===== src/design/kway_merge_min_heap_assert.svh =====
// Assertion macros for the k-way merge heap.
// Clocked on i_clk, disabled while i_rst_n is low; no dependencies.
`ifndef KWAY_MERGE_MIN_HEAP_ASSERT_SVH
`define KWAY_MERGE_MIN_HEAP_ASSERT_SVH

// condition must hold at every edge out of reset
`define KMH_ASSERT_ALWAYS(label, cond, msg) \
    label: assert property (@(posedge i_clk) disable iff (!i_rst_n) (cond)) \
        else $error(msg);

// consequent must hold at the same edge as the antecedent
`define KMH_ASSERT_IMPLY(label, ante, cons, msg) \
    label: assert property (@(posedge i_clk) disable iff (!i_rst_n) (ante) |-> (cons)) \
        else $error(msg);

`endif


===== src/design/kmh_pkg.sv =====
// Shared constants and types for the k-way merge heap.
// No dependencies.
`default_nettype none

package kmh_pkg;

    typedef logic [1:0] t_op;

    localparam t_op OP_PUSH = 2'd0;
    localparam t_op OP_POP  = 2'd1;
    localparam t_op OP_REPL = 2'd2;

    localparam int LIST_BITS   = 4;
    localparam int RESULT_BITS = 32;

endpackage

`default_nettype wire


===== src/design/kmh_mem.sv =====
// Heap storage: one write port, two read ports, registered read data.
// Depends on nothing; entry layout is set by the user.
`default_nettype none

module kmh_mem #(
    parameter int DEPTH = 16,
    parameter int WIDTH = 36
) (
    input  wire logic                     i_clk,
    input  wire logic                     i_we,
    input  wire logic [$clog2(DEPTH)-1:0] i_waddr,
    input  wire logic [WIDTH-1:0]         i_wdata,
    input  wire logic [$clog2(DEPTH)-1:0] i_raddr0,
    input  wire logic [$clog2(DEPTH)-1:0] i_raddr1,
    output logic      [WIDTH-1:0]         o_rdata0,
    output logic      [WIDTH-1:0]         o_rdata1
);

    logic [WIDTH-1:0] r_mem [DEPTH];

    always_ff @(posedge i_clk) begin
        if (i_we) begin
            r_mem[i_waddr] <= i_wdata;
        end
        o_rdata0 <= r_mem[i_raddr0];
        o_rdata1 <= r_mem[i_raddr1];
    end

endmodule

`default_nettype wire


===== src/design/kmh_order.sv =====
// Entry ordering: signed value first, smaller list number on a tie.
// Uses kmh_pkg for the list number width.
`default_nettype none

module kmh_order #(
    parameter int VALUE_BITS = 32
) (
    input  wire logic [VALUE_BITS-1:0]        i_a_value,
    input  wire logic [kmh_pkg::LIST_BITS-1:0] i_a_list,
    input  wire logic [VALUE_BITS-1:0]        i_b_value,
    input  wire logic [kmh_pkg::LIST_BITS-1:0] i_b_list,
    output logic                              o_a_first
);

    always_comb begin
        if (i_a_value != i_b_value) begin
            o_a_first = $signed(i_a_value) < $signed(i_b_value);
        end else begin
            o_a_first = i_a_list < i_b_list;
        end
    end

endmodule

`default_nettype wire


===== src/design/kway_merge_min_heap.sv =====
// k-way merge min-heap, one operation in work at a time. Push: S_PUSH, then S_SU_RD and
// S_SU_CMP per parent compared, S_PUT when it rises to the root, then S_DONE; straight to S_DONE
// when full. Pop: S_POP_RD, S_POP_LD, then S_SD_RD and S_SD_CMP per sift-down level; straight
// to S_DONE when empty. Replace runs the pop part, then the push. The next transfer can be taken
// in the cycle after the result register loads; each level is a memory read, then a compare and
// write. Synchronous active-low reset empties the heap; storage is not cleared.
`default_nettype none

module kway_merge_min_heap #(
    parameter int LISTS      = 16,
    parameter int VALUE_BITS = 32
) (
    input  wire logic                             i_clk,
    input  wire logic                             i_rst_n,
    input  wire logic                             i_valid,
    output logic                                  o_ready,
    input  wire logic [1:0]                       i_op,
    input  wire logic signed [VALUE_BITS-1:0]     i_value,
    input  wire logic [kmh_pkg::LIST_BITS-1:0]    i_list_id,
    output logic                                  o_valid,
    input  wire logic                             i_ready,
    output logic signed [kmh_pkg::RESULT_BITS-1:0] o_min_value,
    output logic [kmh_pkg::LIST_BITS-1:0]         o_min_list,
    output logic                                  o_was_empty,
    output logic                                  o_overflow,
    output logic [$clog2(LISTS+1)-1:0]            o_count
);

    `include "kway_merge_min_heap_assert.svh"

    localparam int LB = kmh_pkg::LIST_BITS;
    localparam int IW = $clog2(LISTS);
    localparam int CW = $clog2(LISTS + 1);
    localparam int XW = IW + 2;
    localparam int EW = VALUE_BITS + LB;

    localparam logic [3:0] S_IDLE   = 4'd0;
    localparam logic [3:0] S_POP_RD = 4'd1;
    localparam logic [3:0] S_POP_LD = 4'd2;
    localparam logic [3:0] S_SD_RD  = 4'd3;
    localparam logic [3:0] S_SD_CMP = 4'd4;
    localparam logic [3:0] S_PUSH   = 4'd5;
    localparam logic [3:0] S_SU_RD  = 4'd6;
    localparam logic [3:0] S_SU_CMP = 4'd7;
    localparam logic [3:0] S_PUT    = 4'd8;
    localparam logic [3:0] S_DONE   = 4'd9;

    logic [3:0]            r_state, n_state;
    logic [CW-1:0]         r_cnt, n_cnt;
    kmh_pkg::t_op          r_op, n_op;
    logic [VALUE_BITS-1:0] r_in_val, n_in_val;
    logic [LB-1:0]         r_in_list, n_in_list;
    logic [VALUE_BITS-1:0] r_mov_val, n_mov_val;
    logic [LB-1:0]         r_mov_list, n_mov_list;
    logic [VALUE_BITS-1:0] r_min_val, n_min_val;
    logic [LB-1:0]         r_min_list, n_min_list;
    logic                  r_empty, n_empty;
    logic                  r_ovf, n_ovf;
    logic [IW-1:0]         r_hole, n_hole;
    logic                  r_ovalid, n_ovalid;
    logic [kmh_pkg::RESULT_BITS-1:0] r_o_min_value;
    logic [LB-1:0]         r_o_min_list;
    logic                  r_o_empty;
    logic                  r_o_ovf;
    logic [CW-1:0]         r_o_count;
    logic                  load_out;

    // memory port
    logic          mem_we;
    logic [IW-1:0] mem_waddr;
    logic [EW-1:0] mem_wdata;
    logic [IW-1:0] mem_raddr0, mem_raddr1;
    logic [EW-1:0] mem_rdata0, mem_rdata1;

    logic [VALUE_BITS-1:0] rd0_val, rd1_val, best_val;
    logic [LB-1:0]         rd0_list, rd1_list, best_list;
    logic [XW-1:0]         c_x, c1_x;
    logic                  c_ok, c1_ok;
    logic                  c_first, c1_first, mov_first;
    logic [IW-1:0]         par;
    logic [3:0]            after_pop;
    logic                  sel_c, sel_c1;

    assign rd0_val  = mem_rdata0[EW-1:LB];
    assign rd0_list = mem_rdata0[LB-1:0];
    assign rd1_val  = mem_rdata1[EW-1:LB];
    assign rd1_list = mem_rdata1[LB-1:0];

    assign c_x   = {1'b0, r_hole, 1'b1};
    assign c1_x  = c_x + XW'(1);
    assign c_ok  = c_x < XW'(r_cnt);
    assign c1_ok = c1_x < XW'(r_cnt);
    assign par   = (r_hole - IW'(1)) >> 1;

    assign after_pop = (r_op == kmh_pkg::OP_REPL) ? S_PUSH : S_DONE;

    kmh_mem #(
        .DEPTH (LISTS),
        .WIDTH (EW)
    ) u_mem (
        .i_clk    (i_clk),
        .i_we     (mem_we),
        .i_waddr  (mem_waddr),
        .i_wdata  (mem_wdata),
        .i_raddr0 (mem_raddr0),
        .i_raddr1 (mem_raddr1),
        .o_rdata0 (mem_rdata0),
        .o_rdata1 (mem_rdata1)
    );

    // left child against the moving entry
    kmh_order #(.VALUE_BITS(VALUE_BITS)) u_ord_c (
        .i_a_value (rd0_val),
        .i_a_list  (rd0_list),
        .i_b_value (r_mov_val),
        .i_b_list  (r_mov_list),
        .o_a_first (c_first)
    );

    assign best_val  = (c_ok && c_first) ? rd0_val  : r_mov_val;
    assign best_list = (c_ok && c_first) ? rd0_list : r_mov_list;

    // right child against the better of the two above
    kmh_order #(.VALUE_BITS(VALUE_BITS)) u_ord_c1 (
        .i_a_value (rd1_val),
        .i_a_list  (rd1_list),
        .i_b_value (best_val),
        .i_b_list  (best_list),
        .o_a_first (c1_first)
    );

    // moving entry against its parent on the way up
    kmh_order #(.VALUE_BITS(VALUE_BITS)) u_ord_up (
        .i_a_value (r_mov_val),
        .i_a_list  (r_mov_list),
        .i_b_value (rd0_val),
        .i_b_list  (rd0_list),
        .o_a_first (mov_first)
    );

    assign sel_c1 = c1_ok && c1_first;
    assign sel_c  = !sel_c1 && c_ok && c_first;

    assign o_ready  = (r_state == S_IDLE);
    assign load_out = (r_state == S_DONE) && (!r_ovalid || i_ready);

    always_comb begin
        n_state    = r_state;
        n_cnt      = r_cnt;
        n_op       = r_op;
        n_in_val   = r_in_val;
        n_in_list  = r_in_list;
        n_mov_val  = r_mov_val;
        n_mov_list = r_mov_list;
        n_min_val  = r_min_val;
        n_min_list = r_min_list;
        n_empty    = r_empty;
        n_ovf      = r_ovf;
        n_hole     = r_hole;
        mem_we     = 1'b0;
        mem_waddr  = r_hole;
        mem_wdata  = {r_mov_val, r_mov_list};
        mem_raddr0 = c_x[IW-1:0];
        mem_raddr1 = c1_x[IW-1:0];

        unique case (r_state)
            S_IDLE: begin
                if (i_valid) begin
                    n_op       = i_op;
                    n_in_val   = i_value;
                    n_in_list  = i_list_id;
                    n_min_val  = '0;
                    n_min_list = '0;
                    n_empty    = 1'b0;
                    n_ovf      = 1'b0;
                    case (i_op) inside
                        kmh_pkg::OP_POP, kmh_pkg::OP_REPL: begin
                            if (r_cnt == '0) begin
                                n_empty = 1'b1;
                                n_state = (i_op == kmh_pkg::OP_REPL) ? S_PUSH : S_DONE;
                            end else begin
                                n_state = S_POP_RD;
                            end
                        end
                        kmh_pkg::OP_PUSH: n_state = S_PUSH;
                        default:          n_state = S_DONE;
                    endcase
                end
            end
            S_POP_RD: begin
                mem_raddr0 = '0;
                mem_raddr1 = IW'(r_cnt - CW'(1));
                n_state    = S_POP_LD;
            end
            S_POP_LD: begin
                // root is the result, last entry starts down from the root
                n_min_val  = rd0_val;
                n_min_list = rd0_list;
                n_mov_val  = rd1_val;
                n_mov_list = rd1_list;
                n_cnt      = r_cnt - CW'(1);
                n_hole     = '0;
                n_state    = (r_cnt == CW'(1)) ? after_pop : S_SD_RD;
            end
            S_SD_RD: begin
                n_state = S_SD_CMP;
            end
            S_SD_CMP: begin
                mem_we = 1'b1;
                if (sel_c1) begin
                    mem_wdata = mem_rdata1;
                    n_hole    = c1_x[IW-1:0];
                    n_state   = S_SD_RD;
                end else if (sel_c) begin
                    mem_wdata = mem_rdata0;
                    n_hole    = c_x[IW-1:0];
                    n_state   = S_SD_RD;
                end else begin
                    n_state = after_pop;
                end
            end
            S_PUSH: begin
                if (r_cnt >= CW'(LISTS)) begin
                    n_ovf   = 1'b1;
                    n_state = S_DONE;
                end else begin
                    n_hole     = IW'(r_cnt);
                    n_cnt      = r_cnt + CW'(1);
                    n_mov_val  = r_in_val;
                    n_mov_list = r_in_list;
                    n_state    = (r_cnt == '0) ? S_PUT : S_SU_RD;
                end
            end
            S_SU_RD: begin
                mem_raddr0 = par;
                n_state    = S_SU_CMP;
            end
            S_SU_CMP: begin
                mem_we = 1'b1;
                if (mov_first) begin
                    // parent moves down into the hole
                    mem_wdata = mem_rdata0;
                    n_hole    = par;
                    n_state   = (par == '0) ? S_PUT : S_SU_RD;
                end else begin
                    n_state = S_DONE;
                end
            end
            S_PUT: begin
                mem_we  = 1'b1;
                n_state = S_DONE;
            end
            S_DONE: begin
                if (load_out) begin
                    n_state = S_IDLE;
                end
            end
            default: n_state = S_IDLE;
        endcase
    end

    always_comb begin
        n_ovalid = r_ovalid;
        if (load_out) begin
            n_ovalid = 1'b1;
        end else if (i_ready) begin
            n_ovalid = 1'b0;
        end
    end

    always_ff @(posedge i_clk) begin
        if (!i_rst_n) begin
            r_state  <= S_IDLE;
            r_cnt    <= '0;
            r_ovalid <= 1'b0;
        end else begin
            r_state  <= n_state;
            r_cnt    <= n_cnt;
            r_ovalid <= n_ovalid;
        end
    end

    always_ff @(posedge i_clk) begin
        r_op       <= n_op;
        r_in_val   <= n_in_val;
        r_in_list  <= n_in_list;
        r_mov_val  <= n_mov_val;
        r_mov_list <= n_mov_list;
        r_min_val  <= n_min_val;
        r_min_list <= n_min_list;
        r_empty    <= n_empty;
        r_ovf      <= n_ovf;
        r_hole     <= n_hole;
        if (load_out) begin
            // stored bits zero-extended or cut to the result width
            r_o_min_value <= kmh_pkg::RESULT_BITS'(r_min_val);
            r_o_min_list  <= r_min_list;
            r_o_empty     <= r_empty;
            r_o_ovf       <= r_ovf;
            r_o_count     <= r_cnt;
        end
    end

    assign o_valid     = r_ovalid;
    assign o_min_value = r_o_min_value;
    assign o_min_list  = r_o_min_list;
    assign o_was_empty = r_o_empty;
    assign o_overflow  = r_o_ovf;
    assign o_count     = r_o_count;

    `KMH_ASSERT_ALWAYS(a_cnt_bound, r_cnt <= CW'(LISTS), "entry count above capacity")
    `KMH_ASSERT_IMPLY(a_write_in_heap, mem_we, CW'(mem_waddr) < r_cnt,
        "heap write outside held entries")
    `KMH_ASSERT_IMPLY(a_flags_exclusive, o_valid, !(o_was_empty && o_overflow),
        "result flags empty and overflow together")
    `KMH_ASSERT_IMPLY(a_ovf_full, o_valid && o_overflow, o_count == CW'(LISTS),
        "overflow reported with room left")
    `KMH_ASSERT_IMPLY(a_pop_nonempty, r_state == S_POP_LD, r_cnt != '0,
        "pop started on an empty heap")

endmodule

`default_nettype wire


===== config.mk =====
export PLATFORM = sky130hd
export DESIGN_NAME = kway_merge_min_heap
export DESIGN_NICKNAME = d
export VERILOG_FILES = /design/src/design/kmh_pkg.sv /design/src/design/kmh_mem.sv /design/src/design/kmh_order.sv /design/src/design/kway_merge_min_heap.sv
export VERILOG_INCLUDE_DIRS = /design/src /design/src/design
export SDC_FILE = /design/constraint.sdc
export NUM_CORES = 2
export LEC_CHECK = 0
export BUFFER_PORTS_ARGS = -buffer_cell sky130_fd_sc_hd__buf_2
export CAP_MARGIN = 20
export CORE_MARGIN = 4
export CORE_UTILIZATION = 60
export DETAILED_ROUTE_END_ITERATION = 8
export GPL_TIMING_DRIVEN = 0
export PLACE_DENSITY_LB_ADDON = 0.08
export REMOVE_ABC_BUFFERS = 1
export SYNTH_ARGS = -nofsm -noshare
export SYNTH_HDL_FRONTEND = slang
export SYNTH_SLANG_ARGS = --single-unit

===== constraint.sdc =====
create_clock -name i_clk -period 11 [get_ports i_clk]
set_input_delay 3.3 -clock i_clk [delete_from_list [all_inputs] [get_ports i_clk]]
set_output_delay 3.3 -clock i_clk [all_outputs]
set_load 0.01 [all_outputs]

==> qor.yml <==
seqCellArea_um2: 23720
grt_pass1_wl_um: 158700
die_area_um2: 66970
setup_viol: 0
startpoint_type: "flip-flop"
port_buffers: 86
num_rows: 91
cts_inserted_buffers: 84
fin_setup_tns_ps: 0
seqPwrFrac_pct: 31.1
leakagePower_uw: 0.01492
core-area_um2: 61940
timing.final.crit_period_ps: 9030
yosys_warnings: 0
report.final.slew_viol_count: 0
clock_sinks: 817
final_cell_mix: "edfxtp_1, mux4_2, nand2_1, a21oi_1, ha_1"
die_h_um: 258.8
hold_viol_final: 0
cts_root_buffer: "clkbuf_16"
grt_max_degree: 72
final_common_cell: "edfxtp_1"
nets: 2589
async_reset_ff_share_pct: 0
syn_to_final_growth_pct: 16.32
hp-class: "flip-flop to flip-flop"
switchingPower_uw: 5788
clock.fmax_ghz: 0.1107
final_layout_size_suffix_gt1_share_pct: 29.22
syn_area_per_cell_um2: 16.39
arrival_ps: 9240
fin_worst_skew_ps: 30.24
met1_length_um: 41200
multi_input_area_um2: 13330
ios: 87
met3WireLength_um: 12070
cts_tree: "built"
synth_seq_cells: 817
swShare_pct: 38.91
crit_path_end_kind: "flip-flop"
pwr-share-comb_pct: 50.1
top_layer: "met4"
cts_max_path_buffers: 3
wl_per_cell_um: 32.06
pre_cts_ws_ps: 2038
ant_nets: 0
ctsResizeCount: 0
antenna_found_initial: 3
rsz0062_at_grt: "no"
peakVddDrop_mv: 0.2929
powerDensity_nw_per_um2: 338.9
seq_area_frac_synth_pct: 62.83
cts_setup_buffers: 0
cts_htree_levels: 3
synth_cell_type_count: 61
gp_congestion: 0.8541
nFillCells: 3958
synth_cells: 2303
worst-setup-path-type: "flip-flop to flip-flop"
ys.flop_type: "edfxtp_1"
start_util_pct: 60.93
clock_latency_ps: 640
grt_pass1_vias: 23960
final_area_um2: 43900
routed_via_density: 7.064
worst_slew_pin_slew_ps: 1093
drc_errors: 0
wl_met2_um: 50750
drt_iter0_drc: 3270
die_x_um: 258.8
hold_buffers: 0
fin_ws_ps: 1970
clk_pin_slew_worst_paths_ps: 60
synth_area_um2: 37740
clkPwrFrac_pct: 18.8
fin_crit_sh_pct: 82.09
place_area_um2: 41170
synth_edf_count: 735
first_pass_iters: 6
worst-path-max-fanout: 71
routed_wl_um: 108000
drv_cap: 0
hold_ws_ps: 418.0
slew_headroom_pct: 26.52
worstPathRequired_ps: 11210
intPower_uw: 9087
vias: 23790
gr-total-overflow: 0
track_usage_pct: 32.42
post-dp-hpwl_um: 70930
status: "complete, no violations"
[synthesized netlist by cell type, types with 2 or more instances]
cell type  instances  area (um^2)
inv_1             89        334.1
nor2_1            60        225.2
nand2b_1           8        50.05
o31ai_1            3        22.52
nand3_1           89        445.4
nor4_1            42        262.8
or3_1              3        18.77
a21oi_1          107        535.5
a21o_1             5        37.54
mux4_2           288         6486
a32oi_1            2        17.52
nand4_1           16        100.1
o21a_1             7        52.55
a41oi_1            2        17.52
a31oi_1           41        256.5
clkbuf_1         104        390.4
or4_1              2        15.01
xor2_1             2        17.52
nor3_1            17        85.08
ha_1              89         1114
a211oi_1          77        578.1
xnor2_1            9        78.83
a311oi_1           3        26.28
edfxtp_1         735        22070
nor2b_1           49        306.5
o22ai_1            5        31.28
nand3b_1           4        30.03
nand2_1          106        397.9
and2_1            41        256.5
mux2_2            36        405.4
buf_2              4        20.02
o211ai_1          11        82.58
buf_1             43        161.4
and4_1             3        26.28
o211ai_2          30        375.4
mux2i_1           38        380.4
a221oi_1           3        26.28
buf_6              4        45.04
dfxtp_1           82         1642
o21ai_0           23        115.1
[power groups by stage]
| stage | combinational, uW | sequential (uW) | clock [uW] |
|---|---|---|---|
| finish | 7450 | 4630 | 2790 |
| global route | 7910 | 4660 | 2970 |
| CTS | 7360 | 4610 | 2820 |
| detailed placement | 7310 | 4670 | 0 |
| global placement | 6750 | 4700 | 0 |
| floorplan | 5200 | 4520 | 0 |
[registers in the layout, summed over array words and instances (netlist names), 5 cells and up]
name,cells
u_mem.r_mem,576
u_mem.o_rdata0,36
u_mem.o_rdata1,36
o_min_value,32
r_in_val,32
r_min_val,32
r_mov_val,32
o_count,5
r_cnt,5
[per-layer routing]
| layer | vias to the layer above | global-route usage (%) |
|---|---|---|
| li1 | 9668 | - |
| met1 | 12260 | 46.04 |
| met2 | 1606 | 50.23 |
| met3 | 262 | 7.456 |
| met4 | 0 | 11.83 |
| met5 | - | 0 |
[metrics by stage]
stage               total power (uW)  util (%)  std cells
global route                   15540     70.86       3366
detailed placement             11980     66.47       3204
finish                         14880     70.87       3368
floorplan                       9714         -       2148
global placement               11450     62.32       3071
CTS                            14790     70.80       3361
[cell type report]
cell class / instances / area share [%]
inverter: 90 / 0.7696
timing repair buffer: 224 / 6.328
tap: 837 / 2.386
clock inverter: 44 / 0.8922
sequential: 817 / 54.03
multi-input combinational: 1241 / 30.36
clock buffer: 113 / 5.225
antenna: 2 / 0.01140
[cell families (layout without fill, tap and decap cells)]
family                     Yosys count  in the layout  share of synthesized area, %
DFF                                817            817                         62.83
and+or+nand+nor                    447            447                         6.090
muxes                              362            362                         19.27
AOI/OAI and AO/OA                  332            332                         6.071
buffers and inverters              245            471                         2.530
adders and majority gates           89             89                         2.951
xor gates and xnor gates            11             11                        0.2553
other                                0              2                             0
[critical path, stage by stage (launching register included)]
cell and delay [ps]:
edfxtp_1 380, inv_1 60, ha_1 300, nand4_1 300, nor4_1 850, nand3b_4 130
and2_4 220, a2111o_1 450, nand2b_4 590, nor2_1 260, a21oi_1 90, ha_1 460
nand4_1 210, nor4_1 460, buf_2 270, nand4_1 190, a311oi_1 430, or4_1 190
and4b_1 320, a31o_2 750, buf_16 250, o31a_2 670, buf_12 310, o211ai_1 410
[final timing paths]
path                 startpoint                 end  slack [ps]  cells past startpoint
setup / recovery  r_mov_val[13]  u_mem.r_mem[9][12]        1970                     23
hold / removal    r_min_val[27]     o_min_value[27]         420                      0
setup reg to reg  r_mov_val[13]  u_mem.r_mem[9][12]        1970                     23
hold reg to reg   r_min_val[27]     o_min_value[27]         420                      0
Power figures use the tool's default switching activity.
